--- config.mk ---
export PLATFORM = sky130hd
export DESIGN_NAME = led_strip_effect_generator_core
export DESIGN_NICKNAME = d
export VERILOG_FILES = /design/src/rtl/core/lsfx_pkg.sv /design/src/rtl/core/lsfx_front.sv /design/src/rtl/core/lsfx_queue.sv /design/src/rtl/core/lsfx_back.sv /design/src/rtl/core/led_strip_effect_generator_core.sv
export SDC_FILE = /design/constraint.sdc
export NUM_CORES = 1
export LEC_CHECK = 0
export ABC_CLOCK_PERIOD_IN_PS = 12750
export BUFFER_PORTS_ARGS = -buffer_cell sky130_fd_sc_hd__clkbuf_2
export CAP_MARGIN = 5
export CORE_UTILIZATION = 45
export CTS_CLUSTER_DIAMETER = 40
export CTS_CLUSTER_SIZE = 14
export DETAILED_ROUTE_END_ITERATION = 8
export GPL_TIMING_DRIVEN = 0
export MAX_ROUTING_LAYER = met4
export PLACE_DENSITY = 0.6
export SYNTH_ARGS = -nofsm -noshare
export SYNTH_HDL_FRONTEND = slang
export SYNTH_SLANG_ARGS = --single-unit
--- constraint.sdc ---
create_clock -name clock -period 12.75 [get_ports clock]
set_input_delay 1.275 -clock clock [delete_from_list [all_inputs] [get_ports clock]]
set_output_delay 1.275 -clock clock [all_outputs]
set_load 0.03 [all_outputs]
--- src/rtl/core/lsfx_pkg.sv ---
// shared types and constants for the led strip effect generator
package lsfx_pkg;

   localparam int COUNT_W = 7;
   localparam int INDEX_W = 6;
   localparam int CSR_INDEX_W = 2;
   localparam int CSR_DATA_W = 8;

   localparam logic [7:0] FULL_SCALE = 8'd255;
   localparam logic [COUNT_W-1:0] MIN_LEDS = 7'd2;
   localparam logic [COUNT_W-1:0] COUNT_RESET = 7'd64;

   // effect modes
   localparam logic [2:0] MODE_CLEAR = 3'd0;
   localparam logic [2:0] MODE_FILL = 3'd1;
   localparam logic [2:0] MODE_FADE = 3'd2;
   localparam logic [2:0] MODE_WIPE = 3'd3;
   localparam logic [2:0] MODE_MIDDLE = 3'd4;

   // register indexes
   localparam logic [CSR_INDEX_W-1:0] REG_EFFECT_MODE = 2'd0;
   localparam logic [CSR_INDEX_W-1:0] REG_LED_COUNT = 2'd1;

   typedef struct packed {
      logic [7:0] red;
      logic [7:0] green;
      logic [7:0] blue;
   } req_word_type;

   typedef struct packed {
      logic [INDEX_W-1:0] led_index;
      logic [7:0] pixel_red;
      logic [7:0] pixel_green;
      logic [7:0] pixel_blue;
      logic frame_last;
      logic advance_color;
   } rsp_word_type;

   // one frame as handed from front to back: lit spans are [lo,hi)
   typedef struct packed {
      logic [COUNT_W-1:0] count;
      logic [COUNT_W-1:0] lo1;
      logic [COUNT_W-1:0] hi1;
      logic [COUNT_W-1:0] lo2;
      logic [COUNT_W-1:0] hi2;
      logic [7:0] red;
      logic [7:0] green;
      logic [7:0] blue;
      logic advance;
   } frame_desc_type;

endpackage

--- src/rtl/core/lsfx_front.sv ---
// front end: config registers, frame counter update and frame classification
module lsfx_front import lsfx_pkg::*; #(
   parameter int MAX_LEDS = 64
) (
   input  logic clock,
   input  logic reset,
   input  logic req_valid,
   output logic req_ready,
   input  req_word_type req_word,
   input  logic csr_valid,
   output logic csr_ready,
   input  logic [CSR_INDEX_W-1:0] csr_index,
   input  logic [CSR_DATA_W-1:0] csr_data,
   output logic q_push,
   output frame_desc_type q_din,
   input  logic q_full
);

   typedef enum logic [1:0] {S_IDLE, S_MUL, S_PUSH} state_type;

   state_type state_ff;
   logic [2:0] mode_ff;
   logic [COUNT_W-1:0] count_ff;
   logic [7:0] fc_ff, fc_in;
   logic down_ff, down_in;

   req_word_type col_ff;
   logic [7:0] ic_ff;
   logic fade_ff;
   frame_desc_type desc_ff;
   logic [15:0] prod_r_ff, prod_g_ff, prod_b_ff;

   logic [COUNT_W-1:0] n_sat, mid, off;
   logic [7:0] hi_lim, ic, stepped;
   logic at_hi, at_lo;
   frame_desc_type desc_in;
   logic accept;

   // floor(p / 255) for p up to 255*255
   function automatic logic [7:0] div255(input logic [15:0] p);
      logic [16:0] s;
      s = {1'b0, p} + {9'd0, p[15:8]} + 17'd1;
      return s[15:8];
   endfunction

   assign req_ready = (state_ff == S_IDLE);
   assign csr_ready = 1'b1;
   assign accept = req_valid && req_ready;
   assign q_push = (state_ff == S_PUSH) && !q_full;

   // saturated led count, per-mode limit and clamped counter
   always_comb begin
      if (count_ff < MIN_LEDS) begin
         n_sat = MIN_LEDS;
      end else if (count_ff > COUNT_W'(MAX_LEDS)) begin
         n_sat = COUNT_W'(MAX_LEDS);
      end else begin
         n_sat = count_ff;
      end
      mid = n_sat >> 1;
      case (mode_ff)
         MODE_WIPE: hi_lim = {n_sat, 1'b0};
         MODE_MIDDLE: hi_lim = {1'b0, n_sat};
         default: hi_lim = FULL_SCALE;
      endcase
      ic = (fc_ff > hi_lim) ? hi_lim : fc_ff;
      off = COUNT_W'(ic) - mid;
   end

   // saturating step toward the current direction
   always_comb begin
      if (down_ff) begin
         stepped = (ic != 8'd0) ? ic - 8'd1 : 8'd0;
      end else begin
         stepped = (ic < hi_lim) ? ic + 8'd1 : hi_lim;
      end
      at_hi = (stepped == hi_lim);
      at_lo = (stepped == 8'd0);
   end

   // lit spans, advance flag and next counter state per mode
   always_comb begin
      desc_in = '0;
      desc_in.count = n_sat;
      fc_in = fc_ff;
      down_in = down_ff;
      case (mode_ff)
         MODE_FILL: begin
            desc_in.hi1 = n_sat;
            if (ic == FULL_SCALE) begin
               fc_in = 8'd1;
               desc_in.advance = 1'b1;
            end else begin
               fc_in = ic + 8'd1;
            end
         end
         MODE_FADE: begin
            desc_in.hi1 = n_sat;
            fc_in = stepped;
            if (at_hi) begin
               down_in = !down_ff;
            end else if (at_lo) begin
               down_in = !down_ff;
               desc_in.advance = 1'b1;
            end
         end
         MODE_WIPE: begin
            if (ic > {1'b0, n_sat}) begin
               desc_in.lo1 = COUNT_W'(ic - {1'b0, n_sat});
               desc_in.hi1 = n_sat;
            end else begin
               desc_in.hi1 = COUNT_W'(ic);
            end
            fc_in = stepped;
            if (at_hi || at_lo) begin
               down_in = !down_ff;
               desc_in.advance = 1'b1;
            end
         end
         MODE_MIDDLE: begin
            if (COUNT_W'(ic) > mid) begin
               if ({1'b0, n_sat} > {off, 1'b0}) begin
                  desc_in.lo1 = off;
                  desc_in.hi1 = n_sat - off;
               end
            end else begin
               desc_in.hi1 = COUNT_W'(ic);
               desc_in.lo2 = n_sat - COUNT_W'(ic);
               desc_in.hi2 = n_sat;
            end
            fc_in = stepped;
            if (at_hi || at_lo) begin
               down_in = !down_ff;
               desc_in.advance = 1'b1;
            end
         end
         default: begin
         end
      endcase
   end

   // descriptor to the queue, fade colours scaled here
   always_comb begin
      q_din = desc_ff;
      if (fade_ff) begin
         q_din.red = div255(prod_r_ff);
         q_din.green = div255(prod_g_ff);
         q_din.blue = div255(prod_b_ff);
      end else begin
         q_din.red = col_ff.red;
         q_din.green = col_ff.green;
         q_din.blue = col_ff.blue;
      end
   end

   // sequencer, config registers and frame state
   always_ff @(posedge clock) begin
      if (reset) begin
         state_ff <= S_IDLE;
         mode_ff <= MODE_CLEAR;
         count_ff <= COUNT_RESET;
         fc_ff <= 8'd0;
         down_ff <= 1'b0;
      end else begin
         if (csr_valid) begin
            case (csr_index)
               REG_EFFECT_MODE: mode_ff <= csr_data[2:0];
               REG_LED_COUNT: count_ff <= csr_data[COUNT_W-1:0];
               default: begin
               end
            endcase
         end
         case (state_ff)
            S_IDLE: begin
               if (accept) begin
                  col_ff <= req_word;
                  ic_ff <= ic;
                  fade_ff <= (mode_ff == MODE_FADE);
                  desc_ff <= desc_in;
                  fc_ff <= fc_in;
                  down_ff <= down_in;
                  state_ff <= S_MUL;
               end
            end
            S_MUL: begin
               prod_r_ff <= {8'd0, col_ff.red} * {8'd0, ic_ff};
               prod_g_ff <= {8'd0, col_ff.green} * {8'd0, ic_ff};
               prod_b_ff <= {8'd0, col_ff.blue} * {8'd0, ic_ff};
               state_ff <= S_PUSH;
            end
            S_PUSH: begin
               if (!q_full) begin
                  state_ff <= S_IDLE;
               end
            end
            default: state_ff <= S_IDLE;
         endcase
      end
   end

endmodule

--- src/rtl/core/lsfx_queue.sv ---
// two-entry queue of frame descriptors between front and back
module lsfx_queue import lsfx_pkg::*; (
   input  logic clock,
   input  logic reset,
   input  logic push,
   input  frame_desc_type din,
   output logic full,
   input  logic pop,
   output frame_desc_type dout,
   output logic empty
);

   frame_desc_type mem_ff [2];
   logic wr_ptr_ff, rd_ptr_ff;
   logic [1:0] fill_ff;

   assign full = (fill_ff == 2'd2);
   assign empty = (fill_ff == 2'd0);
   assign dout = mem_ff[rd_ptr_ff];

   // storage
   always_ff @(posedge clock) begin
      if (push) begin
         mem_ff[wr_ptr_ff] <= din;
      end
   end

   // pointers and fill level
   always_ff @(posedge clock) begin
      if (reset) begin
         wr_ptr_ff <= 1'b0;
         rd_ptr_ff <= 1'b0;
         fill_ff <= 2'd0;
      end else begin
         if (push) begin
            wr_ptr_ff <= !wr_ptr_ff;
         end
         if (pop) begin
            rd_ptr_ff <= !rd_ptr_ff;
         end
         if (push && !pop) begin
            fill_ff <= fill_ff + 2'd1;
         end else if (pop && !push) begin
            fill_ff <= fill_ff - 2'd1;
         end
      end
   end

endmodule

--- src/rtl/core/lsfx_back.sv ---
// back end: walks one frame descriptor and emits one pixel word per cycle unless stalled
module lsfx_back import lsfx_pkg::*; (
   input  logic clock,
   input  logic reset,
   input  logic q_empty,
   input  frame_desc_type q_dout,
   output logic q_pop,
   output logic rsp_valid,
   input  logic rsp_ready,
   output rsp_word_type rsp_word
);

   frame_desc_type cur_ff;
   logic cur_valid_ff;
   logic [COUNT_W-1:0] k_ff;
   logic rsp_valid_ff;
   rsp_word_type rsp_word_ff;

   logic out_load, lit, last;
   rsp_word_type pixel;

   assign q_pop = !q_empty && !cur_valid_ff;
   assign out_load = cur_valid_ff && (!rsp_valid_ff || rsp_ready);
   assign rsp_valid = rsp_valid_ff;
   assign rsp_word = rsp_word_ff;

   // pixel k of the current frame
   always_comb begin
      lit = ((k_ff >= cur_ff.lo1) && (k_ff < cur_ff.hi1)) ||
            ((k_ff >= cur_ff.lo2) && (k_ff < cur_ff.hi2));
      last = (k_ff == cur_ff.count - 7'd1);
      pixel.led_index = k_ff[INDEX_W-1:0];
      pixel.pixel_red = lit ? cur_ff.red : 8'd0;
      pixel.pixel_green = lit ? cur_ff.green : 8'd0;
      pixel.pixel_blue = lit ? cur_ff.blue : 8'd0;
      pixel.frame_last = last;
      pixel.advance_color = last && cur_ff.advance;
   end

   // frame walk and output register
   always_ff @(posedge clock) begin
      if (reset) begin
         cur_valid_ff <= 1'b0;
         rsp_valid_ff <= 1'b0;
         k_ff <= '0;
      end else begin
         if (q_pop) begin
            cur_ff <= q_dout;
            cur_valid_ff <= 1'b1;
            k_ff <= '0;
         end
         if (out_load) begin
            rsp_word_ff <= pixel;
            rsp_valid_ff <= 1'b1;
            k_ff <= k_ff + 7'd1;
            if (last) begin
               cur_valid_ff <= 1'b0;
            end
         end else if (rsp_ready) begin
            rsp_valid_ff <= 1'b0;
         end
      end
   end

endmodule

--- src/rtl/core/led_strip_effect_generator_core.sv ---
// LED strip effect generator top level: one frame tick in, one pixel word per LED out.
// Each accepted frame tick yields N pixel words (N = led_count saturated to 2..MAX_LEDS),
// leaving from the back end's output register at one word per cycle while the receiver is
// ready. The front end steps through classify, multiply and scale for each tick and overlaps
// the previous frame through a two-entry descriptor queue, so the sustained rate is set by
// the back end's pixel walk. The frame counter updates when a tick is taken.
module led_strip_effect_generator_core import lsfx_pkg::*; #(
   parameter int MAX_LEDS = 64
) (
   input  logic clock,
   input  logic reset,
   input  logic req_valid,
   output logic req_ready,
   input  req_word_type req_word,
   output logic rsp_valid,
   input  logic rsp_ready,
   output rsp_word_type rsp_word,
   input  logic csr_valid,
   output logic csr_ready,
   input  logic [CSR_INDEX_W-1:0] csr_index,
   input  logic [CSR_DATA_W-1:0] csr_data
);

   logic q_push, q_full, q_pop, q_empty;
   frame_desc_type q_din, q_dout;

   // front end
   lsfx_front #(
      .MAX_LEDS(MAX_LEDS)
   ) u_front (
      .clock(clock),
      .reset(reset),
      .req_valid(req_valid),
      .req_ready(req_ready),
      .req_word(req_word),
      .csr_valid(csr_valid),
      .csr_ready(csr_ready),
      .csr_index(csr_index),
      .csr_data(csr_data),
      .q_push(q_push),
      .q_din(q_din),
      .q_full(q_full)
   );

   // descriptor queue
   lsfx_queue u_queue (
      .clock(clock),
      .reset(reset),
      .push(q_push),
      .din(q_din),
      .full(q_full),
      .pop(q_pop),
      .dout(q_dout),
      .empty(q_empty)
   );

   // back end
   lsfx_back u_back (
      .clock(clock),
      .reset(reset),
      .q_empty(q_empty),
      .q_dout(q_dout),
      .q_pop(q_pop),
      .rsp_valid(rsp_valid),
      .rsp_ready(rsp_ready),
      .rsp_word(rsp_word)
   );

   // queue is never written while full
   assert property (@(posedge clock) disable iff (reset) q_push |-> !q_full)
      else $error("descriptor pushed into full queue");

   // queue is never read while empty
   assert property (@(posedge clock) disable iff (reset) q_pop |-> !q_empty)
      else $error("descriptor popped from empty queue");

   // after the last word of a frame the next word starts at index zero
   assert property (@(posedge clock) disable iff (reset)
      (rsp_valid && rsp_ready && rsp_word.frame_last) |=>
      (!rsp_valid || rsp_word.led_index == '0))
      else $error("frame did not restart at index zero");

   // inside a frame the index steps by one
   assert property (@(posedge clock) disable iff (reset)
      (rsp_valid && rsp_ready && !rsp_word.frame_last) |=>
      (!rsp_valid || rsp_word.led_index == INDEX_W'($past(rsp_word.led_index) + 1)))
      else $error("pixel index skipped within a frame");

endmodule

==> results.rst <==
.. list-table::
   :header-rows: 1

   * - Metric
     - Value
   * - Total via count in the routed design
     - 16.21k
   * - RD Place Congestion
     - 0.9372
   * - Cell chosen for the clock root
     - sky130_fd_sc_hd__clkbuf_16
   * - Initial Utilization
     - 45.82%
   * - Hold buffer count at cts
     - 0
   * - Crit start category
     - flip-flop
   * - Utilization of the core after routing
     - 52.42%
   * - Core area
     - 51720 µm²
   * - Die height
     - 231.5 µm
   * - Sum of overflow across all layers after global routing
     - 0
   * - Number of endpoints with negative hold slack in the final report
     - 0
   * - FILL cells
     - 4572
   * - Switching power total
     - 1173 µW
   * - Fraction of final layout cells sized beyond drive strength 1
     - 12.88%
   * - Final setup violation count
     - 0
   * - Worst-case vdd ir drop
     - 0.1014 mV
   * - CP Max Fanout
     - 10
   * - Std-Cell Rows
     - 83
   * - Proportion of synthesized chip area in sequential cells
     - 44.56%
   * - Via count of the first global-routing pass
     - 16.34k
   * - Min cycle time layout
     - 10040 ps
   * - Max-slew headroom at the worst pin
     - 9.139%
   * - Buffer count from post-CTS setup fixing
     - 0
   * - Async set-reset flop share out of synthesis
     - 0%
   * - Gate count of the mapped netlist
     - 2126
   * - Number of flops mapped to enable cells by yosys
     - 329
   * - Ranking of synthesized cells by area
     - sky130_fd_sc_hd__edfxtp_1, sky130_fd_sc_hd__ha_1, sky130_fd_sc_hd__fa_1
   * - Combinational cell fraction of total power
     - 21.6%
   * - Post-layout instance area
     - 27110 µm²
   * - Number of design rule violations left after detail routing
     - 0
   * - Dpl cells
     - 2883
   * - DP Wirelength
     - 43.97 mm
   * - Remaining antenna violation count after routing
     - 0
   * - Vias per Instance
     - 5.416
   * - Static leakage
     - 0.01121 µW
   * - Max-cap violation count
     - 0
   * - Antenna cells
     - 0
   * - Overall fraction of global-route tracks in use
     - 23.00%
   * - Number of slew-limit violations in the final report
     - 0
   * - WL per Instance
     - 19.44 µm
   * - Result of the run
     - finished, final reports clean
   * - Clk sink count
     - 363
   * - Clock network fraction of total power
     - 40.2%
   * - Number of buffers between clock root and the deepest sink
     - 3
   * - Net count of the finished layout
     - 2619
   * - Dominant cell type by area after synthesis
     - sky130_fd_sc_hd__edfxtp_1
   * - Synth-to-layout area growth
     - 14.39%
   * - Setup Total Neg Slack
     - 0 ps
   * - Non-filler cells in the finished layout
     - 2993
   * - Area post-placement
     - 25070 µm²
   * - Horiz. Die Dim
     - 231.5 µm
   * - Crit Path Class
     - reg -> reg
   * - Power density normalized to cell area
     - 145.7 nW/µm²
   * - Path type of the worst min-delay path
     - reg -> reg
   * - Insertion delay to the later sink of the worst-skew pair
     - 610 ps
   * - Clock transition time at the flip-flop clock pins of the worst setup and hold paths
     - 60 ps
   * - RR Startpoint
     - u_front.count_ff[6]
   * - Syn_area_per_cell
     - 11.15 µm²
   * - Upper clock frequency limit
     - 0.09961 GHz
   * - Post-synth design cell area
     - 23700 µm²
   * - Data arrival, critical path
     - 10570 ps
   * - Clock tree from TritonCTS
     - yes
   * - Number of input and output port buffers inserted
     - 70
   * - Sw Ratio
     - 29.70%
   * - Count of yosys warnings during synthesis
     - 0
   * - Post-synth top area share
     - 41.69%
   * - Number of distinct library cell variants in the gate-level netlist after synthesis
     - 93
   * - Number of synthesized register bits
     - 363
   * - Slew at the pin closest to its max-slew limit
     - 1349 ps
   * - Register share of total power
     - 38.2%
   * - Internal power
     - 2777 µW
   * - Routed Wire Length
     - 58.18 mm
   * - Count of pins on the block boundary
     - 74
   * - Total of cells resized after clock tree synthesis
     - 0
   * - Overall die area
     - 53580 µm²
   * - Synthesized netlist net count
     - 2480
   * - Skew final
     - 27.83 ps
   * - Pwr Total
     - 3950 µW
   * - First DRT Iteration DRCs
     - 1003
   * - Wire length of the first global-routing pass
     - 92.43 mm
   * - Fin crit share
     - 78.74%
   * - Maximum level of the CTS H-tree
     - 2
   * - Initial antenna violation count
     - 0
   * - Pin count of the biggest net entering global routing
     - 61
   * - Hold Path Origin
     - u_front.q_din[34]
   * - Critical path startpoint
     - u_front.count_ff[6]
   * - Primary flip-flop cell chosen by synthesis mapping
     - sky130_fd_sc_hd__edfxtp_1
   * - Unrepaired setup endpoints after global routing
     - false
   * - Total CTS buffers
     - 59
   * - Number of search-and-repair iterations in the first detailed-routing pass
     - 5
   * - Crit end category
     - flip-flop
   * - CP Data Required Time
     - 13280 ps
-- synthesized netlist by cell type (all sizes together), types with 5 or more instances --
cell,count
inv,225
clkbuf,61
a21boi,15
o22ai,14
nand2b,27
dfxtp,34
mux2i,16
xnor2,58
o31ai,5
a32oi,9
and2,130
a21o,27
nor2,143
mux2,62
ha,203
nor2b,27
o21ai,63
nor4,6
edfxtp,329
xor2,31
o21bai,6
buf,23
nand2,155
a211oi,20
o2111ai,6
nand3b,6
o21a,32
o211ai,13
nand4,16
or2,6
a21oi,101
nor3,28
fa,112
a22oi,11
nand3,29
a221oi,5
a31oi,8
-- path summary, 6_finish.rpt --
kind	endpoint	slack, ps	cells after the start
setup / recovery	u_front.down_ff	2710	27
hold / removal	u_queue.mem_ff[0][34]	440	0
setup reg to reg	u_front.down_ff	2710	27
hold reg to reg	u_queue.mem_ff[0][34]	440	0
-- power groups by stage --
stage	clock (µW)	sequential [µW]	combinational (µW)
after floorplan	0	1550	611
after global placement	0	1540	817
after detailed placement	0	1530	855
after CTS	1620	1510	865
after global routing	1680	1520	974
final	1590	1510	854
-- state kept, by name, indices dropped and copies added (netlist names), 2 cells and up --
register           cells
u_front.ic_ff          8
u_front.col_ff        24
u_front.prod_b_ff     16
u_back.rsp_word       32
u_back.k_ff            7
u_front.state_ff       2
u_back.cur_ff         60
u_front.prod_r_ff     16
u_front.count_ff       7
u_front.q_din         36
u_front.fc_ff          8
u_queue.mem_ff       120
u_front.mode_ff        3
u_front.prod_g_ff     16
u_queue.fill_ff        2
-- per-stage QoR --
stage          worst slack (ps)  hold slack, ps
2_1_floorplan              6158           421.5
4_1_cts                    2825           447.8
3_5_place_dp               2890           433.7
5_1_grt                    2049           456.5
3_3_place_gp               2892           424.8
6_report                   2711           439.4
-- final cells by class --
cell class                 instances  area (µm²)  area share [%]
multi-input combinational       1450       11960           44.11
sequential                       363       10560           38.95
clock buffer                      61        1484           5.474
inverter                         229       859.6           3.171
tap                              680       850.8           3.139
clock inverter                    48       545.5           2.012
timing repair buffer              78       490.5           1.809
buffer                            84       360.3           1.329
-- worst max-delay path, cell delays in order (launching register included) --
cell and delay [ps]:
sky130_fd_sc_hd__dfxtp_1 380, sky130_fd_sc_hd__clkbuf_1 270, sky130_fd_sc_hd__nor2b_1 500, sky130_fd_sc_hd__inv_1 320, sky130_fd_sc_hd__a22oi_1 1020, sky130_fd_sc_hd__inv_1 460
sky130_fd_sc_hd__ha_1 490, sky130_fd_sc_hd__o211ai_1 130, sky130_fd_sc_hd__o21ai_1 420, sky130_fd_sc_hd__a21oi_1 230, sky130_fd_sc_hd__nor2_2 370, sky130_fd_sc_hd__nor2_2 190
sky130_fd_sc_hd__clkbuf_1 270, sky130_fd_sc_hd__o21ai_0 1100, sky130_fd_sc_hd__ha_1 410, sky130_fd_sc_hd__a21oi_1 150, sky130_fd_sc_hd__nor2_1 60, sky130_fd_sc_hd__a211oi_1 290
sky130_fd_sc_hd__nor4b_1 530, sky130_fd_sc_hd__a31oi_1 210, sky130_fd_sc_hd__buf_2 260, sky130_fd_sc_hd__mux2i_1 220, sky130_fd_sc_hd__o221ai_1 140, sky130_fd_sc_hd__nor4_1 350
sky130_fd_sc_hd__nand4_1 260, sky130_fd_sc_hd__o31a_1 240, sky130_fd_sc_hd__or4_1 510, sky130_fd_sc_hd__a21oi_1 150
-- cell usage in the layout, fill, tap and decap left out, types with 15 or more instances in the layout --
master                      count
sky130_fd_sc_hd__clkbuf_2      70
sky130_fd_sc_hd__mux2i_1       15
sky130_fd_sc_hd__xnor2_1       58
sky130_fd_sc_hd__xor2_1        31
sky130_fd_sc_hd__nand2_1      154
sky130_fd_sc_hd__nor2b_1       26
sky130_fd_sc_hd__nand4_1       16
sky130_fd_sc_hd__nand2b_1      27
sky130_fd_sc_hd__and2_1       129
sky130_fd_sc_hd__a21o_1        27
sky130_fd_sc_hd__o21a_1        31
sky130_fd_sc_hd__fa_1         112
sky130_fd_sc_hd__dfxtp_1       34
sky130_fd_sc_hd__clkbuf_16     59
sky130_fd_sc_hd__mux2_2        62
sky130_fd_sc_hd__a211oi_1      20
sky130_fd_sc_hd__nand3_1       29
sky130_fd_sc_hd__edfxtp_1     329
sky130_fd_sc_hd__inv_1        224
sky130_fd_sc_hd__a21oi_1      100
sky130_fd_sc_hd__nor2_1       136
sky130_fd_sc_hd__ha_1         203
sky130_fd_sc_hd__clkbuf_1      63
sky130_fd_sc_hd__o21ai_0       53
sky130_fd_sc_hd__nor3_1        27
-- cell families after synthesis --
group	count (synthesis)	synth area share [%]
AOI/OAI and AO/OA	371	10.53
adders and majority gates	317	20.26
DFF	363	44.56
buffers and inverters	313	5.148
and+or+nand+nor	594	12.51
muxes	78	3.675
xor gates and xnor gates	89	3.289
other	1	0.01582
-- metal layers --
layer	vias up	share of wire [%]	global-route usage (%)
met5	-	0	-
met3	89	5.3	3.752
met1	7988	46	30.96
li1	7745	-	-
met4	0	2.0	5.712
met2	389	47	36.19
(Power assumes the default switching activity.)
